==> src/rtl/core/pli_pkg.sv <==
package pli_pkg;

	// default list capacity
	localparam int unsigned CAPACITY_DEF = 64;

	// fixed field widths
	localparam int unsigned OP_W     = 1;
	localparam int unsigned POS_W    = 7;
	localparam int unsigned VAL_W    = 8;
	localparam int unsigned STATUS_W = 2;
	localparam int unsigned LEN_W    = 7;

	// operation codes
	localparam logic [OP_W-1:0] OP_INSERT = 1'b0;
	localparam logic [OP_W-1:0] OP_DELETE = 1'b1;

	// removed byte when nothing leaves the list
	localparam logic [VAL_W-1:0] NONE_REMOVED = 8'hFF;

	// result status codes
	typedef enum logic [STATUS_W-1:0] {
		ST_DONE    = 2'd0,
		ST_BAD_POS = 2'd1,
		ST_FULL    = 2'd2
	} status_t;

endpackage

==> src/rtl/core/pli_if.sv <==
// request channel: one list operation per beat
interface pli_req_if;
	logic                         valid;
	logic                         ready;
	logic [pli_pkg::OP_W-1:0]     operation;
	logic [pli_pkg::POS_W-1:0]    position;
	logic [pli_pkg::VAL_W-1:0]    value;

	modport source (output valid, output operation, output position, output value,
		input ready);
	modport sink   (input valid, input operation, input position, input value,
		output ready);
endinterface

// response channel: one result per beat
interface pli_rsp_if;
	logic                         valid;
	logic                         ready;
	logic [pli_pkg::STATUS_W-1:0] status;
	logic [pli_pkg::VAL_W-1:0]    removed;
	logic [pli_pkg::LEN_W-1:0]    length;

	modport source (output valid, output status, output removed, output length,
		input ready);
	modport sink   (input valid, input status, input removed, input length,
		output ready);
endinterface

==> src/rtl/core/positional_list_insert_delete.sv <==
// Positional byte list with insert and delete at a one-based position.
// req channel (valid/ready): operation (insert or delete), position, value.
// rsp channel (valid/ready): status, removed byte, list length afterwards.
// The elements live in a single-port-write, single-port-read memory with a
// registered read port. A valid insert at position p into a list of n
// elements streams n-p+1 elements one slot up, one per cycle, then writes
// the new byte; an insert at the end goes straight to the write, where
// nothing moves. A valid delete reads n-p+1 elements and writes each one
// slot down but the first, whose read yields the removed byte. An invalid
// position or a full list goes straight to the final step. The result is
// loaded into the output register from the final step, and the next beat
// is taken only once it is registered. req.ready is high while no item is
// in work; a finished result waits in the output register, and the next
// item is taken meanwhile. While rsp is stalled a later result holds in
// the final step until the output register frees up.
// Reset empties the list (length 0) and drops any pending result; the
// memory contents are not cleared, as only entries below the length are
// ever read.
module positional_list_insert_delete #(
	parameter int unsigned CAPACITY = pli_pkg::CAPACITY_DEF
) (
	input  logic       clk,
	input  logic       arst_n,
	pli_req_if.sink    req,
	pli_rsp_if.source  rsp
);

	localparam int unsigned AW   = (CAPACITY > 1) ? $clog2(CAPACITY) : 1;
	localparam int unsigned CW   = $clog2(CAPACITY + 1);
	localparam int unsigned CMPW = ((CW > pli_pkg::POS_W) ? CW : pli_pkg::POS_W) + 1;

	typedef enum logic [2:0] {
		S_IDLE,
		S_RUN,
		S_DRAIN,
		S_PUT,
		S_FIN
	} state_t;

	state_t                     state_q;
	logic [CW-1:0]              count_q;
	logic [pli_pkg::OP_W-1:0]   op_q;
	logic [pli_pkg::VAL_W-1:0]  val_q;
	logic [AW-1:0]              pos_m1_q;
	logic [AW-1:0]              stop_q;
	logic [AW-1:0]              rd_addr_q;
	pli_pkg::status_t           res_status_q;
	logic [pli_pkg::VAL_W-1:0]  res_removed_q;

	// read pipeline
	logic                       rvalid_s1;
	logic [AW-1:0]              raddr_s1;
	logic [pli_pkg::VAL_W-1:0]  rdata_s1;

	// output register
	logic                          rsp_valid_q;
	logic [pli_pkg::STATUS_W-1:0]  rsp_status_q;
	logic [pli_pkg::VAL_W-1:0]     rsp_removed_q;
	logic [pli_pkg::LEN_W-1:0]     rsp_length_q;

	logic [pli_pkg::VAL_W-1:0]  slots_q [CAPACITY];

	// request decode
	logic [CMPW-1:0] pos_x;
	logic [CMPW-1:0] cnt_x;
	logic [CMPW-1:0] cnt_new_x;
	logic            ins_bad;
	logic            del_bad;
	logic            full;
	logic            req_fire;
	logic            out_free;
	logic            fin_fire;
	logic            is_gone;

	// memory port controls
	logic                       mem_we;
	logic [AW-1:0]              mem_waddr;
	logic [pli_pkg::VAL_W-1:0]  mem_wdata;
	logic                       mem_re;

	assign req.ready   = (state_q == S_IDLE);
	assign req_fire    = req.valid && (state_q == S_IDLE);
	assign rsp.valid   = rsp_valid_q;
	assign rsp.status  = rsp_status_q;
	assign rsp.removed = rsp_removed_q;
	assign rsp.length  = rsp_length_q;
	assign out_free    = !rsp_valid_q || rsp.ready;
	assign fin_fire    = (state_q == S_FIN) && out_free;

	// position checks against current length
	always_comb begin
		pos_x   = CMPW'(req.position);
		cnt_x   = CMPW'(count_q);
		ins_bad = (pos_x == '0) || (pos_x > cnt_x + CMPW'(1));
		del_bad = (pos_x == '0) || (pos_x > cnt_x);
		full    = (cnt_x >= CMPW'(CAPACITY));
	end

	// length after this item
	always_comb begin
		cnt_new_x = cnt_x;
		if (res_status_q == pli_pkg::ST_DONE) begin
			if (op_q == pli_pkg::OP_INSERT) begin
				cnt_new_x = cnt_x + CMPW'(1);
			end else begin
				cnt_new_x = cnt_x - CMPW'(1);
			end
		end
	end

	// returned read of the deleted slot itself
	assign is_gone = rvalid_s1 && (op_q == pli_pkg::OP_DELETE) && (raddr_s1 == pos_m1_q);

	// write port: shift writeback or new byte
	always_comb begin
		mem_we    = 1'b0;
		mem_waddr = raddr_s1;
		mem_wdata = rdata_s1;
		mem_re    = (state_q == S_RUN);
		if (state_q == S_PUT) begin
			mem_we    = 1'b1;
			mem_waddr = pos_m1_q;
			mem_wdata = val_q;
		end else if (rvalid_s1 && !is_gone) begin
			mem_we = 1'b1;
			if (op_q == pli_pkg::OP_INSERT) begin
				mem_waddr = raddr_s1 + AW'(1);
			end else begin
				mem_waddr = raddr_s1 - AW'(1);
			end
		end
	end

	// element memory
	always_ff @(posedge clk) begin
		if (mem_we) begin
			slots_q[mem_waddr] <= mem_wdata;
		end
		if (mem_re) begin
			rdata_s1 <= slots_q[rd_addr_q];
		end
	end

	// sequencer and output register
	always_ff @(posedge clk or negedge arst_n) begin
		if (!arst_n) begin
			state_q     <= S_IDLE;
			count_q     <= '0;
			rvalid_s1   <= 1'b0;
			rsp_valid_q <= 1'b0;
		end else begin
			rvalid_s1 <= mem_re;
			raddr_s1  <= rd_addr_q;
			if (fin_fire) begin
				rsp_valid_q <= 1'b1;
			end else if (rsp_valid_q && rsp.ready) begin
				rsp_valid_q <= 1'b0;
			end
			if (is_gone) begin
				res_removed_q <= rdata_s1;
			end
			case (state_q)
				S_IDLE: begin
					if (req_fire) begin
						op_q          <= req.operation;
						val_q         <= req.value;
						pos_m1_q      <= AW'(pos_x - CMPW'(1));
						res_removed_q <= pli_pkg::NONE_REMOVED;
						res_status_q  <= pli_pkg::ST_DONE;
						if (req.operation == pli_pkg::OP_INSERT) begin
							rd_addr_q <= AW'(cnt_x - CMPW'(1));
							stop_q    <= AW'(pos_x - CMPW'(1));
							if (ins_bad) begin
								res_status_q <= pli_pkg::ST_BAD_POS;
								state_q      <= S_FIN;
							end else if (full) begin
								res_status_q <= pli_pkg::ST_FULL;
								state_q      <= S_FIN;
							end else if (pos_x == cnt_x + CMPW'(1)) begin
								state_q <= S_PUT;
							end else begin
								state_q <= S_RUN;
							end
						end else begin
							rd_addr_q <= AW'(pos_x - CMPW'(1));
							stop_q    <= AW'(cnt_x - CMPW'(1));
							if (del_bad) begin
								res_status_q <= pli_pkg::ST_BAD_POS;
								state_q      <= S_FIN;
							end else begin
								state_q <= S_RUN;
							end
						end
					end
				end
				S_RUN: begin
					if (rd_addr_q == stop_q) begin
						state_q <= S_DRAIN;
					end else if (op_q == pli_pkg::OP_INSERT) begin
						rd_addr_q <= rd_addr_q - AW'(1);
					end else begin
						rd_addr_q <= rd_addr_q + AW'(1);
					end
				end
				S_DRAIN: begin
					if (op_q == pli_pkg::OP_INSERT) begin
						state_q <= S_PUT;
					end else begin
						state_q <= S_FIN;
					end
				end
				S_PUT: begin
					state_q <= S_FIN;
				end
				S_FIN: begin
					if (out_free) begin
						rsp_status_q  <= res_status_q;
						rsp_removed_q <= res_removed_q;
						rsp_length_q  <= cnt_new_x[pli_pkg::LEN_W-1:0];
						count_q       <= cnt_new_x[CW-1:0];
						state_q       <= S_IDLE;
					end
				end
				default: begin
					state_q <= S_IDLE;
				end
			endcase
		end
	end

endmodule

==> src/flat_wrapper.sv <==
// flat-port wrapper written by rule: the top's interface ports become plain ports
module positional_list_insert_delete_flat 
#(
	parameter int unsigned CAPACITY = pli_pkg::CAPACITY_DEF
)
  (clk, arst_n, req_valid, req_operation, req_position, req_value, req_ready, rsp_valid, rsp_status, rsp_removed, rsp_length, rsp_ready);
  pli_req_if req_i ();
  pli_rsp_if rsp_i ();
  input  logic clk;
  input  logic arst_n;
  input wire logic [$bits(req_i.valid)-1:0] req_valid;
  input wire logic [$bits(req_i.operation)-1:0] req_operation;
  input wire logic [$bits(req_i.position)-1:0] req_position;
  input wire logic [$bits(req_i.value)-1:0] req_value;
  output wire logic [$bits(req_i.ready)-1:0] req_ready;
  output wire logic [$bits(rsp_i.valid)-1:0] rsp_valid;
  output wire logic [$bits(rsp_i.status)-1:0] rsp_status;
  output wire logic [$bits(rsp_i.removed)-1:0] rsp_removed;
  output wire logic [$bits(rsp_i.length)-1:0] rsp_length;
  input wire logic [$bits(rsp_i.ready)-1:0] rsp_ready;
  assign req_i.valid = req_valid;
  assign req_i.operation = req_operation;
  assign req_i.position = req_position;
  assign req_i.value = req_value;
  assign req_ready = req_i.ready;
  assign rsp_valid = rsp_i.valid;
  assign rsp_status = rsp_i.status;
  assign rsp_removed = rsp_i.removed;
  assign rsp_length = rsp_i.length;
  assign rsp_i.ready = rsp_ready;
  positional_list_insert_delete #(.CAPACITY(CAPACITY)) u_core (.clk(clk), .arst_n(arst_n), .req(req_i), .rsp(rsp_i));
endmodule
==> config.mk <==
export PLATFORM = sky130hd
export DESIGN_NAME = positional_list_insert_delete_flat
export DESIGN_NICKNAME = d
export VERILOG_FILES = /design/src/rtl/core/pli_pkg.sv /design/src/rtl/core/pli_if.sv /design/src/rtl/core/positional_list_insert_delete.sv /design/src/flat_wrapper.sv
export SDC_FILE = /design/constraint.sdc
export NUM_CORES = 1
export LEC_CHECK = 0
export BUFFER_PORTS_ARGS = -buffer_cell sky130_fd_sc_hd__buf_2
export CORE_UTILIZATION = 32
export CTS_BUF_LIST = sky130_fd_sc_hd__clkbuf_2
export DETAILED_ROUTE_END_ITERATION = 16
export PLACE_DENSITY_LB_ADDON = 0.25
export RECOVER_POWER = 25
export SKIP_CTS_REPAIR_TIMING = 1
export SYNTH_ARGS = -nofsm -noshare
export SYNTH_HDL_FRONTEND = slang
export SYNTH_SLANG_ARGS = --single-unit
==> constraint.sdc <==
create_clock -name clk -period 9.1 [get_ports clk]
set_input_delay 1.82 -clock clk [delete_from_list [all_inputs] [get_ports clk]]
set_output_delay 1.82 -clock clk [all_outputs]
set_load 0.02 [all_outputs]
==> metrics.md, run 1 <==
| Metric | Value |
|---|---|
| Status | `complete, but fails checks` |
| Failing checks | `capacitance limit, slew limit` |
| Synthesized flop and latch total | `approximately 600` |
| # Max-Cap Violations | `10` |
| Routability Congestion | `0.869` |
| Leading area contributor after synthesis | `edfxtp_1` |
| Top_reg_cell synth | `edfxtp_1` |
| Htree depth | `4` |
| Fmax | `approximately 190 MHz` |
| Worst r2r src | `u_core.state_q[2]` |
| Clk_lat worst skew | `between 1 and 1.5 ns` |
| Grt ovf | `0` |
| Setup_tns | `0 ns` |
| Asr flop ratio synth | `slightly above 2%` |
| Port Buffers | `38` |
| Worst Tran Pin Value | `3.48 ns` |
| Layout area overhead | `10.9%` |
| Post-layout min period | `approximately 5.2 ns` |
| Final hold violations | `0` |
| Tcrit/Tclk final | `a little under three fifths` |
| R2R cell count | `5` |
| Max-slew violation count | `541` |
| CP required | `9.63 ns` |
| Total Power | `between 6 and 7 mW` |
| First DRT Iteration DRCs | `977` |
| Setup crit end kind | `register` |
| Row count | `100` |
| # clock sinks | `592` |
| Pre-CTS setup slack | `4.99 ns` |
| Initial antenna violation count | `6` |
| # setup viols final | `0` |
| Cells after Synth | `between 1000 and 1500` |
| Die ar. | `~77000 um^2` |
| Fillers | `6988` |
| First-pass GRT wire length | `a little under 90 mm` |
| Drt wl/cell | `~24 um` |
| Worst-path clk slew | `0.09 ns` |
| Initial core utilization | `about a third` |
| RSZ-0062 raised after global routing | `no` |
| Syn nets | `1305` |
| Share of the synthesized area in the top cell type | `a little under three quarters` |
| Ys Warns | `0` |
| Crit Path Class | `register to register` |
| Vias per cell | `about 5.2` |
| Die Ht | `278 um` |
| Die width | `278 um` |
| GR Util All Layers | `~16%` |
| Longest Clk Path Bufs | `3` |
| Synth area leaders | `edfxtp_1 71%, mux4_2 15%, ha_1 1.4%` |
| Reg2reg setup slack | `around 4 ns` |
| CP Launch Point | `u_core.state_q[2]` |
| Share of layout cells above drive strength 1 | `between 30% and 40%` |
| Hold path start | `u_core.res_removed_q[3]` |
| Clock tree from TritonCTS | `yes` |
| Pwr/cell area | `about 250 nW/um^2` |
| CTS Buf Count | `between 100 and 150` |
| Post-DP HPWL | `37.1 mm` |
| Final worst setup slack | `approximately 3.9 ns` |
| DRT Wirelength | `roughly 60 mm` |
| Nets | `1464` |
| Register area share after synthesis | `between 70 and 80%` |
| CP Launch Type | `register` |
| Fin util | `a little over a third` |
| Worst min path class | `register to register` |
| Post-DRT Antenna Nets | `0` |
| Synth unique cells | `68` |
| Syn avg cell area | `roughly 19 um^2` |
| Reg2Reg Capture Point | `u_core.slots_q[4][7]` |
| Final Skew | `~0.10 ns` |
| Netlist area before placement | `about 24000 um^2` |
| Drt first pass iters | `5` |
| Io pins | `39` |
| Arrival @ worst endpoint | `roughly 5.7 ns` |
| Leak Pwr | `8.78 nW` |
| EDFF count, synth | `580` |
| Area of the core | `around 75000 um^2` |
| Pin count of the biggest net entering global routing | `approximately 130` |
| Worst hold path stage count | `0` |
| CTS root buf | `clkbuf_2` |
| Max_slew headroom | `-132%` |
| Hold EP | `u_core.rsp.removed[3]` |
| Via Count | `around 13000` |
| DRC violations left | `0` |
| CP Max Fanout | `64` |
| Max VDD drop | `about 0.00011 V` |
| Vias in the first global route | `13074` |
[placed cells by master, fill, tap and decap left out, drive strengths merged, types with 3 or more instances in the layout]
master  count
nor4        7
nand4       3
diode       4
o21bai      3
buf        50
edfxtp    580
a21oi      16
and3        4
o21ai      19
a31oi       7
inv        24
mux4      160
nor3       46
clkinv     25
nor2       75
nor2b       4
a21o        6
dfrtp      12
mux2i      17
nand2b      8
clkbuf    238
o22ai      17
nand3       8
bufinv      3
nor3b       3
mux2        8
nand2      62
ha         27
or2         3
a32oi       5
a211oi      4
xnor2      25
xor2       10
[worst max-delay path, stage by stage, from the launching register on]
cell and delay [ns]:
dfrtp_1 0.43, nand2b_1 0.19, or2_0 1.11, nand2_1 0.16, nand2_2 0.11, clkbuf_1 2.44
[registers in the layout, summed over array words and instances, names as in the netlist]
name / count
u_core.op_q: 1
u_core.rsp.valid: 1
u_core.count_q: 7
u_core.rvalid_s1: 1
u_core.val_q: 8
u_core.slots_q: 512
u_core.rsp.removed: 8
u_core.pos_m1_q: 6
u_core.state_q: 3
u_core.rsp.status: 2
u_core.res_status_q: 2
u_core.rsp.length: 7
u_core.rdata_s1: 8
u_core.stop_q: 6
u_core.raddr_s1: 6
u_core.rd_addr_q: 6
u_core.res_removed_q: 8
[worst max-delay path by stage]
stage,end,slack (ns),depth (start not counted)
2_1_floorplan,u_core.op_q,5.67,2
3_3_place_gp,u_core.val_q[4],5.17,3
3_5_place_dp,u_core.slots_q[56][1],4.99,8
4_1_cts,req_ready,4.81,2
5_1_grt,u_core.slots_q[41][0],3.50,5
6_report,u_core.slots_q[4][7],3.89,5
[per-stage QoR]
| stage | area (um^2) | hold WS [ns] | instances |
|---|---|---|---|
| 2_1_floorplan | 24400 | 0.426 | 1256 |
| 3_3_place_gp | 25800 | 0.441 | 2233 |
| 3_5_place_dp | 25800 | 0.438 | 2233 |
| 4_1_cts | 27100 | 0.378 | 2482 |
| 5_1_grt | 27100 | 0.481 | 2486 |
| 6_report | 27100 | 0.465 | 2486 |
[Yosys cell counts (6+ instances only)]
library cell and number:
nand2_1 62, buf_2 18, edfxtp_1 580, buf_1 11
a21o_1 6, inv_1 21, nand2b_1 8, nor4_1 7
xor2_1 10, ha_1 27, nor2_1 74, mux2i_1 16
mux2_2 8, nor3_1 45, mux4_2 160, o22ai_1 17
a21oi_1 16, nand3_1 8, xnor2_1 25, dfrtp_1 12
o21ai_0 16, clkbuf_1 27
[kinds of logic after synthesis]
| group | count (synthesis) | synth area share [%] |
|---|---|---|
| DFF | 592 | 72.6 |
| and+or+nand+nor | 234 | 4.43 |
| muxes | 185 | 15.8 |
| AOI/OAI and AO/OA | 95 | 2.68 |
| buffers and inverters | 85 | 1.56 |
| xor gates and xnor gates | 36 | 1.35 |
| adders and majority gates | 29 | 1.55 |
[where the power goes]
group / internal (mW) / switching [mW]
sequential: 3.33 / 0.0881
clock: 0.719 / 1.06
combinational: 0.588 / 1.03
total: 4.64 / 2.18
[per-layer routing]
layer | global-route usage, % | vias up | part of all wire [%]
li1 | - | 5551 | -
met1 | 22.0 | 6688 | 45
met2 | 23.8 | 484 | 46
met3 | 4.37 | 88 | 7.1
met4 | 5.67 | 0 | 1.9
met5 | 0 | - | 0
[area by class of cell]
cell class | count | area, um^2 | share of cell area, %
inverters | 22 | 82.6 | 0.305
clock buffers | 217 | 1090 | 4.01
multi-input cells | 579 | 6330 | 23.4
diodes | 4 | 10.0 | 0.0370
clock inverters | 32 | 230 | 0.850
well taps | 969 | 1210 | 4.48
repair buffers | 71 | 407 | 1.50
flip-flops and latches | 592 | 17700 | 65.4
(Power assumes the default switching activity.)
==> inputs of run 2 (changes only) <==
==> constraint.sdc (replaced) <==
create_clock -name clk -period 5 [get_ports clk]
set_input_delay 1 -clock clk [delete_from_list [all_inputs] [get_ports clk]]
set_output_delay 1 -clock clk [all_outputs]
set_load 0.02 [all_outputs]
==> metrics.md, run 2 (synthesis results as in run 1) <==
| Metric | Value |
|---|---|
| Max VDD drop | `0.000198 V` |
| # clock sinks | `592` |
| Fmax | `252 MHz` |
| GR Util All Layers | `about 15%` |
| Die width | `around 280 um` |
| Drt first pass iters | `5` |
| Worst hold slack | `0.182 ns` |
| Post-DRT Antenna Nets | `0` |
| CP Launch Type | `register` |
| Via Count | `approximately 13000` |
| RSZ-0062 raised after global routing | `no` |
| Pwr/cell area | `450 nW/um^2` |
| Largest register FFs | `512` |
| Drt wl/cell | `around 23 um` |
| Post-DP HPWL | `approximately 36 mm` |
| Leak Pwr | `about 9 nW` |
| Vias in the first global route | `13130` |
| CP Max Fanout | `32` |
| CTS root buf | `clkbuf_2` |
| Routability Congestion | `roughly 0.83` |
| CP required | `around 5.9 ns` |
| Tcrit/Tclk final | `~80%` |
| Max_slew headroom | `-21.0%` |
| Initial antenna violation count | `4` |
| Clk_lat worst skew | `around 1.3 ns` |
| Pin count of the biggest net entering global routing | `65` |
| # setup viols final | `0` |
| Setup crit end kind | `register` |
| First-pass GRT wire length | `86.7 mm` |
| Area of the core | `74900 um^2` |
| Die Ht | `between 200 and 300 um` |
| Share of layout cells above drive strength 1 | `between 30% and 40%` |
| First DRT Iteration DRCs | `between 900 and 1000` |
| Io pins | `39` |
| Htree depth | `4` |
| Crit Path Class | `register to register` |
| Clock tree from TritonCTS | `yes` |
| Post-layout min period | `between 3 and 4 ns` |
| Final Skew | `0.105 ns` |
| Status | `complete, but fails checks` |
| Commonest non-fill, non-tap cell in the layout | `edfxtp_1` |
| Port Buffers | `38` |
| Final hold violations | `0` |
| DRC violations left | `0` |
| Initial core utilization | `~33%` |
| Max-slew violation count | `206` |
| Highest-count cells in the layout ignoring fill and taps | `580 x edfxtp_1, 205 x clkbuf_2, 160 x mux4_2` |
| Worst min path class | `input port to register` |
| Layout area overhead | `12.3%` |
| # Max-Cap Violations | `5` |
| DRT Wirelength | `around 58 mm` |
| Grt ovf | `0` |
| Setup_tns | `0 ns` |
| Worst-path clk slew | `around 0.10 ns` |
| Nets | `1499` |
| Row count | `100` |
| Vias per cell | `5.02` |
| Worst Tran Pin Value | `approximately 1.8 ns` |
| Die ar. | `between 70000 and 80000 um^2` |
| Arrival @ worst endpoint | `between 4 and 5 ns` |
| Failing checks | `capacitance limit, slew limit` |
| Longest Clk Path Bufs | `3` |
| CTS Buf Count | `~150` |
| Most flops, register | `u_core.slots_q` |
[run 2: cell type report]
| type | count | area (um^2) |
|---|---|---|
| well taps | 969 | 1210 |
| inverters | 22 | 82.6 |
| repair buffers | 102 | 698 |
| clock inverters | 63 | 342 |
| multi-input cells | 579 | 6330 |
| clock buffers | 205 | 1030 |
| flip-flops and latches | 592 | 17700 |
| fillers | 7016 | 47500 |
| diodes | 4 | 10.0 |
[run 2: power by group]
| part | switching [mW] | total [mW] | internal (mW) |
|---|---|---|---|
| clock | 2.00 | 3.25 | 1.25 |
| combinational | 1.82 | 2.89 | 1.07 |
| sequential | 0.161 | 6.19 | 6.03 |
[run 2: critical path, cell delays in order, from the launching register on]
cell	delay (ns)
edfxtp_1	0.90
ha_1	0.40
a211oi_4	0.26
nor2_2	0.09
or4_1	0.42
a31oi_2	0.17
mux2i_2	0.09
buf_4	0.25
nor3_1	0.97
[run 2: worst paths after layout]
check	from	end	slack [ns]	depth (start not counted)
setup / recovery	u_core.op_q	u_core.slots_q[60][7]	1.02	8
hold reg to reg	u_core.res_removed_q[3]	u_core.rsp.removed[3]	0.48	0
max in group asynchronous	arst_n	u_core.count_q[1]	3.04	3
hold / removal	req_valid	u_core.state_q[1]	0.18	4
min in group asynchronous	arst_n	u_core.count_q[6]	0.85	3
setup reg to reg	u_core.op_q	u_core.slots_q[60][7]	1.02	8
[run 2: per-layer routing]
metal  GRT usage, %  vias up  part of all wire (%)  wire length, um
li1               -     5634                     -                -
met1           20.4     6574                    44            25200
met2           23.8      437                    48            28000
met3           4.31       85                   6.4             3690
met4           6.02        0                   1.7              977
met5              0        -                     0                0
[run 2: metrics by stage]
stage	total power, mW	cells	worst slack, ns	utilization (%)	cell area [um^2]
3_5_place_dp	9.24	2253	0.996	34.7	26000
6_report	12.3	2536	1.02	36.6	27400
4_1_cts	12.5	2521	1.01	36.5	27400
2_1_floorplan	8.17	1256	1.89	-	24400
5_1_grt	13.0	2536	0.808	36.6	27400
3_3_place_gp	9.21	2253	1.17	34.7	26000
